File: src/rtl/sfcp_pkg.sv
// Shared types and constants of the sensor frame checksum parser.
package sfcp_pkg;

  localparam int unsigned PosW = 4;
  localparam int unsigned ByteW = 8;
  localparam int unsigned WordW = 16;

  localparam logic [ByteW-1:0] HeaderMark = 8'hFF;

  // Byte positions inside a nine-byte frame.
  localparam logic [PosW-1:0] PosIdle   = 4'd0;
  localparam logic [PosW-1:0] PosFirst  = 4'd1;
  localparam logic [PosW-1:0] PosId     = 4'd1;
  localparam logic [PosW-1:0] PosUnit   = 4'd2;
  localparam logic [PosW-1:0] PosConcHi = 4'd4;
  localparam logic [PosW-1:0] PosConcLo = 4'd5;
  localparam logic [PosW-1:0] PosFsHi   = 4'd6;
  localparam logic [PosW-1:0] PosFsLo   = 4'd7;
  localparam logic [PosW-1:0] PosCheck  = 4'd8;

  typedef enum logic [1:0] {
    StOk        = 2'd0,
    StBadHeader = 2'd1,
    StBadSum    = 2'd2
  } status_e;

  typedef struct packed {
    logic [ByteW-1:0] sensor_id;
    logic [ByteW-1:0] unit_code;
    logic [WordW-1:0] concentration;
    logic [WordW-1:0] full_range;
  } fields_t;

  typedef struct packed {
    fields_t          fields;
    logic [ByteW-1:0] checksum;
  } record_t;

endpackage

File: src/rtl/sensor_frame_checksum_parser.sv
// Top level of the nine-byte sensor frame parser with negated-sum checksum.
//
// Input channel: one frame byte per request on data_byte_i, with frame_start_i
// marking byte 0 of a frame. A request is taken on a rising edge with
// in_valid_i high and in_stall_o low. Bytes outside a frame are dropped, and
// a start mark inside an open frame restarts it without a result.
// Output channel: one request per completed frame, taken when out_valid_o is
// high and out_stall_i low. status_o tells whether the frame was accepted or
// why it was rejected; the record outputs always show the last accepted frame.
// Throughput is one byte per cycle while in_stall_o is low. A byte passes an input
// register and then the position, sum and capture logic, and the result of the
// request that carried the checksum byte is registered in the output register.
// A single output register holds a finished result. While it waits under
// out_stall_i, bytes keep flowing until a checksum byte reaches the decision
// stage; only then is in_stall_o raised.
// Reset clears the byte position, the output valid and the held record, so
// record_valid_o and all record fields read zero until a frame is accepted.
module sensor_frame_checksum_parser (
  input  logic        clk_i,
  input  logic        rst_ni,
  input  logic        in_valid_i,
  output logic        in_stall_o,
  input  logic [7:0]  data_byte_i,
  input  logic        frame_start_i,
  output logic        out_valid_o,
  input  logic        out_stall_i,
  output logic [1:0]  status_o,
  output logic        record_valid_o,
  output logic [7:0]  sensor_id_o,
  output logic [7:0]  unit_code_o,
  output logic [15:0] concentration_o,
  output logic [15:0] full_range_o,
  output logic [7:0]  frame_checksum_o
);

  logic                          s_valid_q;
  logic [sfcp_pkg::ByteW-1:0]    s_byte_q;
  logic                          s_start_q;

  logic [sfcp_pkg::PosW-1:0]     pos_q, pos_d;
  logic [sfcp_pkg::ByteW-1:0]    sum_q, sum_d;
  logic                          hdr_q, hdr_d;
  sfcp_pkg::fields_t             pend_q, pend_d;
  sfcp_pkg::record_t             held_q, held_d;
  logic                          held_valid_q, held_valid_d;

  logic                          out_valid_q, out_valid_d;
  sfcp_pkg::status_e             status_q, status_d;

  logic                          is_check;
  logic                          blocked;
  logic                          fire;
  logic [sfcp_pkg::ByteW-1:0]    expect_sum;

  // The stage may only finish a frame when the output register is free or its result is taken.
  assign is_check   = s_valid_q && !s_start_q && (pos_q == sfcp_pkg::PosCheck);
  assign blocked    = is_check && out_valid_q && out_stall_i;
  assign in_stall_o = blocked;
  assign fire       = s_valid_q && !blocked;
  assign expect_sum = sfcp_pkg::ByteW'(~sum_q + 8'd1);

  always_comb begin
    pos_d        = pos_q;
    sum_d        = sum_q;
    hdr_d        = hdr_q;
    pend_d       = pend_q;
    held_d       = held_q;
    held_valid_d = held_valid_q;
    status_d     = status_q;
    out_valid_d  = out_valid_q && out_stall_i;
    if (fire) begin
      if (s_start_q) begin
        hdr_d  = (s_byte_q == sfcp_pkg::HeaderMark);
        sum_d  = '0;
        pend_d = '0;
        pos_d  = sfcp_pkg::PosFirst;
      end else if (pos_q == sfcp_pkg::PosIdle || pos_q > sfcp_pkg::PosCheck) begin
        pos_d = sfcp_pkg::PosIdle;
      end else if (pos_q < sfcp_pkg::PosCheck) begin
        sum_d = sum_q + s_byte_q;
        pos_d = pos_q + 4'd1;
        unique case (pos_q)
          sfcp_pkg::PosId:     pend_d.sensor_id           = s_byte_q;
          sfcp_pkg::PosUnit:   pend_d.unit_code           = s_byte_q;
          sfcp_pkg::PosConcHi: pend_d.concentration[15:8] = s_byte_q;
          sfcp_pkg::PosConcLo: pend_d.concentration[7:0]  = s_byte_q;
          sfcp_pkg::PosFsHi:   pend_d.full_range[15:8]    = s_byte_q;
          sfcp_pkg::PosFsLo:   pend_d.full_range[7:0]     = s_byte_q;
          default: ;
        endcase
      end else begin
        out_valid_d = 1'b1;
        pos_d       = sfcp_pkg::PosIdle;
        if (!hdr_q) begin
          status_d = sfcp_pkg::StBadHeader;
        end else if (expect_sum != s_byte_q) begin
          status_d = sfcp_pkg::StBadSum;
        end else begin
          status_d        = sfcp_pkg::StOk;
          held_d.fields   = pend_q;
          held_d.checksum = s_byte_q;
          held_valid_d    = 1'b1;
        end
      end
    end
  end

  always_ff @(posedge clk_i or negedge rst_ni) begin
    if (!rst_ni) begin
      s_valid_q    <= 1'b0;
      pos_q        <= sfcp_pkg::PosIdle;
      sum_q        <= '0;
      hdr_q        <= 1'b0;
      held_q       <= '0;
      held_valid_q <= 1'b0;
      out_valid_q  <= 1'b0;
      status_q     <= sfcp_pkg::StOk;
    end else begin
      if (!blocked) begin
        s_valid_q <= in_valid_i;
      end
      pos_q        <= pos_d;
      sum_q        <= sum_d;
      hdr_q        <= hdr_d;
      held_q       <= held_d;
      held_valid_q <= held_valid_d;
      out_valid_q  <= out_valid_d;
      status_q     <= status_d;
    end
  end

  // Payload registers carry no reset; pending fields are cleared at each start.
  always_ff @(posedge clk_i) begin
    if (!blocked && in_valid_i) begin
      s_byte_q  <= data_byte_i;
      s_start_q <= frame_start_i;
    end
    pend_q <= pend_d;
  end

  // The held record changes only when a result enters the output register,
  // so it can drive the record outputs directly.
  assign out_valid_o      = out_valid_q;
  assign status_o         = status_q;
  assign record_valid_o   = held_valid_q;
  assign sensor_id_o      = held_q.fields.sensor_id;
  assign unit_code_o      = held_q.fields.unit_code;
  assign concentration_o  = held_q.fields.concentration;
  assign full_range_o     = held_q.fields.full_range;
  assign frame_checksum_o = held_q.checksum;

endmodule

File: config.mk
export PLATFORM = sky130hd
export DESIGN_NAME = sensor_frame_checksum_parser
export DESIGN_NICKNAME = d
export VERILOG_FILES = /design/src/rtl/sfcp_pkg.sv /design/src/rtl/sensor_frame_checksum_parser.sv
export SDC_FILE = /design/constraint.sdc
export NUM_CORES = 1
export LEC_CHECK = 0
export ABC_AREA = 1
export ABC_CLOCK_PERIOD_IN_PS = 5500
export BUFFER_PORTS_ARGS = -buffer_cell sky130_fd_sc_hd__buf_2
export CAP_MARGIN = 15
export CORE_ASPECT_RATIO = 1.25
export CORE_MARGIN = 5
export CORE_UTILIZATION = 39
export DETAILED_ROUTE_END_ITERATION = 16
export PLACE_DENSITY = 0.69
export SYNTH_ARGS = -nofsm -noshare
export SYNTH_HDL_FRONTEND = slang
export SYNTH_SLANG_ARGS = --single-unit
File: constraint.sdc
create_clock -name clk_i -period 5.5 [get_ports clk_i]
set_clock_uncertainty 0.15 [all_clocks]
set_input_delay 0.55 -clock clk_i [delete_from_list [all_inputs] [get_ports clk_i]]
set_output_delay 0.55 -clock clk_i [all_outputs]
set_load 0.1 [all_outputs]
### After elaboration in Yosys (flattened, before gate mapping)

Index checks and enable logic that the tools add are counted.

* register bits after elaboration: 131
* input port bits: 13
* output and inout bits: 61
* word-level logic and storage cells: 88

* $add $sub $neg: 3
* order comparisons: 2
* eq/ne operators: 10
* mux-type cells: 20
* bitwise gates (word level): 5
* reductions and logical operators: 28

Operators with widths (count)
* $mux 48: 2
* $mux 8: 9
* $reduce_and 4->1: 7
* $eq 4x3->1 const B: 4
* $reduce_bool 2->1: 7
* $mux 4: 3
* $add 8x1->8 const B: 1
* $add 8x8->8: 1
* $eq 8x8->1 const B: 1
* $ne 8x8->1: 1
* $not 8->8: 1
* $logic_and 1x1->1: 7
* $reduce_and 6->1: 1
* $add 4x1->4 const B: 1
* $eq 4x1->1 const B: 1
* $eq 4x2->1 const B: 1
* $eq 4x4->1 const B: 1
* $gt 4x4->1 const B: 1
* $logic_not 4->1: 1
* $lt 4x4->1 const B: 1
* $mux 1: 4
* $mux 2: 2
* $not 1->1: 4
* $reduce_and 3->1: 1
* 4 further kinds: 5

### Depth between registers and ports, before layout

Gate-level depths: netlist of the first run.

* word-level depth: 8
* mapped depth: 14

### Least setup slack after synthesis of the first run

No wires, ideal clock.

* kind: register to register
* start: reg out_valid_q, in the netlist out_valid_o
* end: reg pend_q[0] (netlist name), enable pin
* library setup time: 384 ps
* arrival time: 2128 ps
* required time: 4966 ps
* path slack: 2838 ps
* cell stages (with the launch flop): 6
* path buffers: 0
* period minus slack after synthesis: 2662 ps
* cells stage by stage: dfrtp_1 nand3_1 nand2_1 nor2_1 nand2_1 o21ai_0

* word-level cells in the longest chain between the ends: 5

RTL lines
* from (decl): line sensor_frame_checksum_parser.sv:47 `logic out_valid_q, out_valid_d;`
* from (signal assigned): line sensor_frame_checksum_parser.sv:127 `out_valid_q <= out_valid_d;`
* $logic_and 1x1->1 (2 in series): line sensor_frame_checksum_parser.sv:57 `assign blocked = is_check && out_valid_q && out_stall_i;`
* $logic_not 1->1: line sensor_frame_checksum_parser.sv:59 `assign fire = s_valid_q && !blocked;`
* $logic_and 1x1->1: line sensor_frame_checksum_parser.sv:59
* $reduce_and 4->1 (no line)
* to (signal assigned): line sensor_frame_checksum_parser.sv:138 `pend_q <= pend_d;`
* to (decl): line sensor_frame_checksum_parser.sv:43 `sfcp_pkg::fields_t pend_q, pend_d;`

No other way between the ends.
A chain may end at the register's enable or synchronous reset.

### Worst setup path in the final report of the first run

* start: reg pos_q[0] (netlist name)
* end: reg held_q (netlist bit unit_code_o[7])

* word-level cells in the longest chain between the ends: 7
* elaborated cells on any way between the ends: 13

RTL lines
* from (decl): line sensor_frame_checksum_parser.sv:40 `logic [sfcp_pkg::PosW-1:0] pos_q, pos_d;`
* from (signal assigned): line sensor_frame_checksum_parser.sv:111 `pos_q <= sfcp_pkg::PosIdle;`
* from (signal assigned): line sensor_frame_checksum_parser.sv:122 `pos_q <= pos_d;`
* $eq 4x4->1: line sensor_frame_checksum_parser.sv:56 `assign is_check = s_valid_q && !s_start_q && (pos_q == sfcp_pkg::PosCheck);`
* $logic_and 1x1->1: line sensor_frame_checksum_parser.sv:56
* $logic_and 1x1->1 (2 in series): line sensor_frame_checksum_parser.sv:57
* $logic_not 1->1: line sensor_frame_checksum_parser.sv:59
* $logic_and 1x1->1: line sensor_frame_checksum_parser.sv:59
* $reduce_and 6->1 (no line) *
* to (signal assigned): line sensor_frame_checksum_parser.sv:125 `held_q <= held_d;`
* to (decl): line sensor_frame_checksum_parser.sv:44 `sfcp_pkg::record_t held_q, held_d;`

Every way passes the cells marked *; elsewhere a longest branch is shown, timed or not.

==> results of run 1 <==
[layout make-up]
cell class                 count  area share (%)
clock inverter                10            1.74
multi-input combinational    352            25.8
tap                          175            3.27
sequential                   131            53.2
timing repair buffer          78            6.35
clock buffer                  22            7.57
inverter                      36            2.02
[cell usage after synthesis]
cell type	count
a21o_1	1
nor2_2	6
a31oi_1	2
ha_1	12
nand2_1	190
a21oi_1	7
nor3_1	1
edfxtp_1	57
nand3_1	24
inv_1	36
nand4_1	58
xor2_1	3
buf_4	5
buf_1	1
or2_2	2
buf_6	4
dfrtp_1	74
fa_1	1
clkbuf_1	6
nor4_1	2
o21ai_0	16
nand2_2	1
nor2_1	23
o21bai_1	1
xnor2_1	1
nand3_2	1
buf_2	9
[worst paths after layout]
kind	from	to	cells after the start
hold / removal	rst_ni	hdr_q$_DFFE_PN0P_	1
setup / recovery	pos_q[0]$_DFFE_PN0N_	unit_code_o[7]$_DFFE_PN0P_	11
hold reg to reg	record_valid_o$_DFFE_PN0P_	record_valid_o$_DFFE_PN0P_	2
min in group clk_i	frame_start_i	s_start_q$_DFFE_PP_	1
setup reg to reg	pos_q[0]$_DFFE_PN0N_	unit_code_o[7]$_DFFE_PN0P_	11
max in group asynchronous	rst_ni	full_range_o[6]$_DFFE_PN0P_	1
[critical path: cells and delay by family (launching register included)]
family                   cells  cell delay [ns]
buffers and inverters        3             1.00
AND/OR/NAND/NOR              7             1.27
flip-flops                   1             0.42
adder cells (fa/ha/maj)      1             0.22
[cell families after synthesis]
group | Yosys count | share of synthesized area, %
buffers and inverters | 61 | 5.19
AOI/OAI and AO/OA | 27 | 2.56
DFF | 131 | 64.0
xor gates and xnor gates | 4 | 0.629
adders and majority gates | 13 | 3.06
and+or+nand+nor | 308 | 24.5
[routing by layer]
metal	wire (um)	vias to the layer above	part of all wire (%)	track usage (%)
met5	0	-	0	0
met4	364	0	2.9	6.94
met3	796	39	6.3	3.88
met2	6600	166	52	28.0
met1	4960	1971	39	19.2
li1	-	1986	-	-
[sequential cells by signal (all words and copies together) (netlist names)]
register and flops:
s_byte_q 8, out_valid_o 1, s_valid_q 1, record_valid_o 1, unit_code_o 8, pend_q 48, sum_q 8, s_start_q 1
pos_q 4, sensor_id_o 8, concentration_o 16, frame_checksum_o 8, hdr_q 1, full_range_o 16, status_o 2
[cells in the final DEF (no fill, tap or decap), drive strengths merged]
| master | n |
|---|---|
| nand2 | 191 |
| buf | 78 |
| dfrtp | 74 |
| nand4 | 58 |
| edfxtp | 57 |
| inv | 39 |
| nor2 | 29 |
| nand3 | 25 |
| clkbuf | 22 |
| o21ai | 16 |
| ha | 12 |
| a21oi | 7 |
| xor2 | 3 |
| clkinvlp | 3 |
| a31oi | 2 |
| nor4 | 2 |
| or2 | 2 |
| bufinv | 2 |
| clkinv | 2 |
| xnor2 | 1 |
| nor3 | 1 |
| o21bai | 1 |
| a21o | 1 |
| fa | 1 |
[through the flow]
stage	area, um^2	utilization (%)
global placement	6040	43.4
detailed placement	6040	43.4
global route	6700	48.1
CTS	6670	47.9
finish	6700	48.1
floorplan	5570	-
[power groups by stage]
stage | registers, mW | logic (mW) | clock network (mW)
2_1_floorplan | 1.15 | 0.349 | 0
3_3_place_gp | 1.16 | 0.441 | 0
3_5_place_dp | 1.16 | 0.459 | 0
4_1_cts | 1.14 | 0.462 | 1.18
5_1_grt | 1.15 | 0.527 | 1.22
6_report | 1.14 | 0.464 | 1.16
==> flow_summary.ini, run 1 <==
[outcome]
run_status = finished clean

[synthesis]
ys_types = 27
synth_top_cell_area_share_pct = 33.3
ys.warnings.count = 0
ys_seq_area_share_pct = 64.0
synth_area_mm2 = 0.00557
netlist_instances = 544
syn_nets = 570
avgSynthCellArea_um2 = 10.2
synth_area_leaders = dfrtp_1 33%, edfxtp_1 31%, nand2_1 13%, nand4_1 6.5%, ha_1 2.7%
yosys.area.top_type = dfrtp_1
ys_ff_latch = 131

[critical_path]
critical-path-max-stage-delay_ns = 0.54
critPathLaunchType = flip-flop
crit_slowest_cell = nand3_2
crit_type = flip-flop to flip-flop
cp_cell_sequence = inv_1, ha_1, nand3_1, nor2_1, nand2_1, nor2_4, buf_4, nand3_2, buf_16, nand2_1, nand2_1
worst-path-max-fanout = 58
crit_path_end_kind = flip-flop
crit_top_cell = nand2_1
reg2reg_slack_ns = 2.29
cp_data_required_time_ns = 5.64
cp.arrival_ns = 3.35

[clock_network]
clock-sinks = 131
cts_setup_buffers = 0
insertion_delay_ns = 0.42
clkTransAtPathRegs_ns = 0.05
clockBufferDepth = 2
cts_tree = yes
htree_levels = 4
root_buffer = clkbuf_16
cts_buffers = 17
post_cts_resized = 0
cts_hold_buf = 0

[route]
num_vias = 4162
post_drt_wl_per_cell_um = 15.8
drc = 0
viasPerCell = 5.18
ant_nets = 0
wl_mm = 12.7
drtPass1Iterations = 8
drtIter0Drc = 307

[power]
sequentialPowerShare_pct = 41.3
irDropWorstVdd_v = 0.000194
sw_frac_of_total_pct = 28.7
internal-power_mw = 1.98
p_total_mw = 2.77
p_sw_mw = 0.795
powerDensity_mw_per_mm2 = 414
p_clk_share_pct = 41.9
p_comb_share_pct = 16.8
leakagePower_nw = 3.42

[floorplan]
initial_core_util_pct = 40.0
fp.dieH_um = 144
io_pins = 74
fp-row-count = 48
die_x_um = 117
die-area_mm2 = 0.0168
coreArea_mm2 = 0.0139

[finish]
syn_to_final_growth_pct = 20.3
instances_no_fill = 804
seqCellArea_mm2 = 0.00356
fill_cells = 1292
final_layout_size_suffix_gt1_share_pct = 18.9
nets = 642
antenna_cells = 0
multi_input_area_mm2 = 0.00173

[timing]
fin_setup_tns_ns = 0
final-hold-violation-count = 0
finalCritPeriodShare_pct = 58.3
period_needed_ns = 3.21
worst_slew_pin_slew_ns = 0.941
rsz0062_at_grt = false
whs_ns = 0.138
slew_headroom_pct = 37.2
setup_violations = 0
slew_violations = 0
setup_slack_ns = 2.29
max_freq_ghz = 0.312

[placement]
hpwlAfterDp_mm = 8.56
routabilityCongestion = 0.831
place_ws_ns = 2.00
port_buffers = 73
placed_cells = 771

[global_route]
grt_use_total_pct = 16.3
grt_max_degree = 75
grt-ovfl-total = 0
grt_pass1_vias = 4109
antenna_found_initial = 0
grt_pass1_wl_mm = 21.1

[worst_hold_path]
hp-class = input pin to asynchronous set/reset pin

[flow_run]
drv_cap = 0
Note: power is estimated with default switching activity, not from simulation.
==> run 2: changes to the inputs <==
--- a/config.mk
+++ b/config.mk
@@ -6,14 +6,14 @@
 export NUM_CORES = 1
 export LEC_CHECK = 0
 export ABC_AREA = 1
-export ABC_CLOCK_PERIOD_IN_PS = 5500
+export ABC_CLOCK_PERIOD_IN_PS = 2600
 export BUFFER_PORTS_ARGS = -buffer_cell sky130_fd_sc_hd__buf_2
 export CAP_MARGIN = 15
 export CORE_ASPECT_RATIO = 1.25
 export CORE_MARGIN = 5
 export CORE_UTILIZATION = 39
 export DETAILED_ROUTE_END_ITERATION = 16
-export PLACE_DENSITY = 0.69
+export PLACE_DENSITY = 0.71
 export SYNTH_ARGS = -nofsm -noshare
 export SYNTH_HDL_FRONTEND = slang
 export SYNTH_SLANG_ARGS = --single-unit
==> constraint.sdc (replaced) <==
create_clock -name clk_i -period 2.6 [get_ports clk_i]
set_clock_uncertainty 0.15 [all_clocks]
set_input_delay 0.26 -clock clk_i [delete_from_list [all_inputs] [get_ports clk_i]]
set_output_delay 0.26 -clock clk_i [all_outputs]
set_load 0.1 [all_outputs]
==> flow_summary.ini, run 2 (synthesis gave the netlist of run 1 again) <==
[outcome]
run_status = finished clean

[global_route]
grt_pass1_vias = 4130
grt_max_degree = 58
grt_use_total_pct = 16.2
antenna_found_initial = 0
grt-ovfl-total = 0
grt_pass1_wl_mm = 21.1

[finish]
nets = 656
mostFrequentLayoutCells = 190 x nand2_1, 74 x dfrtp_1, 72 x buf_2
syn_to_final_growth_pct = 23.4
largest_reg_flops = 48
final_layout_size_suffix_gt1_share_pct = 19.1
instances_no_fill = 818
final_common_cell = nand2_1
antenna_cells = 0
fill_cells = 1249
regMostFlops = pend_q

[power]
p_total_mw = 5.89
internal-power_mw = 4.14
leakagePower_nw = 3.49
p_comb_share_pct = 17.4
sequentialPowerShare_pct = 41.1
powerDensity_mw_per_mm2 = 857
irDropWorstVdd_v = 0.000501
p_clk_share_pct = 41.5
sw_frac_of_total_pct = 29.8
p_sw_mw = 1.75

[floorplan]
die-area_mm2 = 0.0168
io_pins = 74
die_x_um = 117
initial_core_util_pct = 40.0
coreArea_mm2 = 0.0139
fp-row-count = 48
fp.dieH_um = 144

[route]
viasPerCell = 5.11
num_vias = 4182
drc = 0
post_drt_wl_per_cell_um = 15.6
ant_nets = 0
wl_mm = 12.8
drtIter0Drc = 416
drtPass1Iterations = 5

[clock_network]
cts_setup_buffers = 0
clockBufferDepth = 2
cts_buffers = 17
insertion_delay_ns = 0.41
cts_tree = yes
clkTransAtPathRegs_ns = 0.06
htree_levels = 4
root_buffer = clkbuf_16
clock-sinks = 131

[timing]
worst_slew_pin_slew_ns = 0.856
max_freq_ghz = 0.415
setup_violations = 0
slew_headroom_pct = 43.0
finalCritPeriodShare_pct = 92.6
rsz0062_at_grt = true
final-hold-violation-count = 0
slew_violations = 0
period_needed_ns = 2.41

[placement]
hpwlAfterDp_mm = 8.83
placed_cells = 774
port_buffers = 73
routabilityCongestion = 0.884

[critical_path]
worst-path-max-fanout = 8
path_buf_inv = 2
cp_data_required_time_ns = 2.57
cp_cell_sequence = inv_1, ha_1, nand3_1, nor2_1, nand3_1, nand2_1, nor2_2, nand2_1, o21ai_1, buf_4
crit_type = flip-flop to flip-flop
critPathLaunchType = flip-flop
critical-path-max-stage-delay_ns = 0.40
crit_path_end_kind = flip-flop
crit_slowest_cell = dfrtp_1
cp.arrival_ns = 2.38
critical-path-top-delay-family = simple AND/OR/NAND/NOR gates

[worst_hold_path]
hp-class = flip-flop to flip-flop

[flow_run]
drv_cap = 0
[run 2: final cells by class]
class | count | area, um^2 | share of cell area (%)
Sequential cell | 131 | 3560 | 51.9
Multi-Input combinational cell | 352 | 1730 | 25.2
Timing Repair Buffer | 92 | 607 | 8.83
Clock buffer | 18 | 450 | 6.55
Tap cell | 175 | 219 | 3.19
Clock inverter | 14 | 165 | 2.40
Inverter | 36 | 135 | 1.97
[run 2: timing repair]
item,CTS,global route
setup endpoints to repair,0,52
hold buffers,12,0
gates resized for setup,0,4
endpoints found under the hold margin,44,0
[run 2: worst paths after layout]
| kind | from | endpoint | slack, ns | cells after the start |
|---|---|---|---|---|
| max reg2reg | pos_q[1]$_DFFE_PN0N_ | pend_q[4]$_SDFFCE_PP0P_ | 0.19 | 10 |
| min in group asynchronous | rst_ni | status_o[1]$_DFFE_PN0P_ | 0.34 | 2 |
| max | pos_q[1]$_DFFE_PN0N_ | pend_q[4]$_SDFFCE_PP0P_ | 0.19 | 10 |
| min reg2reg | record_valid_o$_DFFE_PN0P_ | record_valid_o$_DFFE_PN0P_ | 0.31 | 2 |
| max in group asynchronous | rst_ni | full_range_o[5]$_DFFE_PN0P_ | 1.26 | 3 |
| min | record_valid_o$_DFFE_PN0P_ | record_valid_o$_DFFE_PN0P_ | 0.31 | 2 |
[run 2: layer usage]
layer	vias up	wire (um)	GRT usage (%)
li1	2016	-	-
met1	1992	5110	19.7
met5	-	0	0
met2	141	6640	27.6
met4	0	331	6.58
met3	33	714	3.92
[run 2: tightest hold or removal path, stage by stage, from the launching register on]
cell and delay, ns:
dfrtp_1 0.34, inv_1 0.04, nand2_1 0.05
[run 2: metrics by stage]
stage	cell area (um^2)	hold slack [ns]	utilization (%)	setup slack (ns)	TNS [ns]
floorplan	5570	-0.186	-	0.154	0
global placement	6130	0.239	44.0	0.307	0
detailed placement	6130	0.252	44.0	0.189	0
CTS	6860	0.316	49.3	0.0389	0
global route	6870	0.329	49.3	-0.00707	-0.0716
finish	6870	0.311	49.3	0.192	0
[run 2: power by group through the flow]
stage                     registers [mW]  clock network, mW  logic, mW
final                               2.42               2.44       1.02
after global routing                2.44               2.58       1.15
after CTS                           2.42               2.48       1.02
after detailed placement            2.46                  0      0.994
after global placement              2.45                  0      0.958
after floorplan                     2.44                  0      0.738
==> run 3: changes to the inputs <==
--- a/config.mk
+++ b/config.mk
@@ -9,7 +9,7 @@
 export ABC_CLOCK_PERIOD_IN_PS = 2600
 export BUFFER_PORTS_ARGS = -buffer_cell sky130_fd_sc_hd__buf_2
 export CAP_MARGIN = 15
-export CORE_ASPECT_RATIO = 1.25
+export CORE_ASPECT_RATIO = 1.4
 export CORE_MARGIN = 5
 export CORE_UTILIZATION = 39
 export DETAILED_ROUTE_END_ITERATION = 16
==> flow_summary.ini, run 3 (synthesis gave the netlist of run 1 again) <==
[global_route]
grt_pass1_wl_mm = 20.8
grt_max_degree = 58
antenna_found_initial = 0
grt_use_total_pct = 15.7
grt-ovfl-total = 0
grt_pass1_vias = 4106

[power]
powerDensity_mw_per_mm2 = 843
p_clk_share_pct = 40.9
sequentialPowerShare_pct = 41.8
p_comb_share_pct = 17.3
p_total_mw = 5.79
irDropWorstVdd_v = 0.000430
leakagePower_nw = 3.49
p_sw_mw = 1.67
internal-power_mw = 4.12
sw_frac_of_total_pct = 28.8

[timing]
period_needed_ns = 2.39
slew_headroom_pct = 55.4
finalCritPeriodShare_pct = 91.9
rsz0062_at_grt = false
worst_slew_pin_slew_ns = 0.666
whs_ns = 0.208
fin_setup_tns_ns = 0
setup_violations = 0
max_freq_ghz = 0.418
final-hold-violation-count = 0
slew_violations = 0

[critical_path]
rr_startpoint = pos_q[0]$_DFFE_PN0N_
cp_data_required_time_ns = 2.19
crit_path_end_kind = output pin
regToRegEndpoint = pend_q[0]$_SDFFCE_PP0P_
reg2reg_slack_ns = 0.22
cp.arrival_ns = 1.98
worst-path-max-fanout = 5
crit_type = flip-flop to output pin
r2r_cells = 10
critPathLaunchType = flip-flop

[worst_hold_path]
hp-class = input pin to asynchronous set/reset pin

[finish]
regMostFlops = pend_q
syn_to_final_growth_pct = 23.4
nets = 660
fill_cells = 1239
largest_reg_flops = 48
final_layout_size_suffix_gt1_share_pct = 19.2
mostFrequentLayoutCells = 190 x nand2_1, 74 x dfrtp_1, 72 x buf_2
antenna_cells = 0
fin_area_mm2 = 0.00687
final_util_pct = 49.1
final_common_cell = nand2_1

[outcome]
run_status = finished clean

[clock_network]
htree_levels = 4
insertion_delay_ns = 0.41
clock-sinks = 131
cts_buffers = 17
root_buffer = clkbuf_16
cts_tree = yes
clkTransAtPathRegs_ns = 0.06
clockBufferDepth = 2

[route]
post_drt_wl_per_cell_um = 15.0
drc = 0
viasPerCell = 4.99
ant_nets = 0
num_vias = 4149
drtPass1Iterations = 5
wl_mm = 12.5
drtIter0Drc = 380

[floorplan]
io_pins = 74
fp-row-count = 51
fp.dieH_um = 151
die-area_mm2 = 0.0168
die_x_um = 111
initial_core_util_pct = 39.8
coreArea_mm2 = 0.0140

[placement]
routabilityCongestion = 0.907
hpwlAfterDp_mm = 8.92
placedInstanceArea_mm2 = 0.00614
port_buffers = 73

[flow_run]
drv_cap = 0
[run 3: cell count changes in the layout (fill, tap and decap cells not counted), sizes merged]
cell,change
clkbuf,+6
inv,-4
buf,+3
bufinv,-1
clkinv,-1
clkinvlp,+1
[run 3: metal layers]
layer  share of wire [%]  up-vias  GRT usage [%]
met5                   0        -              0
met4                 1.8        0           5.30
met3                 5.3       25           4.40
met2                  54      143           28.7
met1                  39     1965           17.6
li1                    -     2016              -
[run 3: how the worst max path moves through the flow]
stage | startpoint | endpoint | slack, ns | depth (start not counted)
floorplan | out_valid_o$_DFF_PN0_ | pend_q[0]$_SDFFCE_PP0P_ | 0.15 | 5
global placement | pos_q[0]$_DFFE_PN0N_ | pend_q[2]$_SDFFCE_PP0P_ | 0.33 | 10
detailed placement | pos_q[0]$_DFFE_PN0N_ | pend_q[6]$_SDFFCE_PP0P_ | 0.23 | 10
CTS | pos_q[0]$_DFFE_PN0N_ | in_stall_o | 0.09 | 7
global route | pos_q[0]$_DFFE_PN0N_ | pend_q[0]$_SDFFCE_PP0P_ | 0.005 | 10
finish | pos_q[0]$_DFFE_PN0N_ | in_stall_o | 0.21 | 7
[run 3: what timing repair did]
action	CTS	global route
buffers inserted	0	0
endpoints found under the hold margin	31	0
resized for setup	0	1
hold buffers	12	0
endpoints found under the setup margin	0	1
[run 3: area by class of cell]
class | count | area (um^2) | area share, %
Clock buffer | 23 | 510 | 7.43
Clock inverter | 9 | 90.1 | 1.31
Inverter | 36 | 135 | 1.97
Multi-Input combinational cell | 352 | 1730 | 25.2
Sequential cell | 131 | 3560 | 51.9
Tap cell | 185 | 231 | 3.37
Timing Repair Buffer | 96 | 608 | 8.85
[run 3: metrics by stage]
step,setup WS [ns],instances
after floorplan,0.154,544
after global placement,0.326,788
after detailed placement,0.229,788
after CTS,0.0867,832
after global routing,0.00452,832
final,0.209,832
[run 3: power by group through the flow]
stage | combinational [mW] | sequential (mW) | clock (mW)
after floorplan | 0.738 | 2.44 | 0
after global placement | 0.942 | 2.46 | 0
after detailed placement | 0.977 | 2.46 | 0
after CTS | 1.01 | 2.42 | 2.40
after global routing | 1.14 | 2.44 | 2.50
final | 1.00 | 2.42 | 2.37
[run 3: worst max-delay path, cell delays in order (launching register included)]
cell and delay, ns:
dfrtp_1 0.40, inv_1 0.14, ha_1 0.21, nand3_1 0.12, nor2_1 0.14, nand3_1 0.15, inv_1 0.08, clkbuf_4 0.33
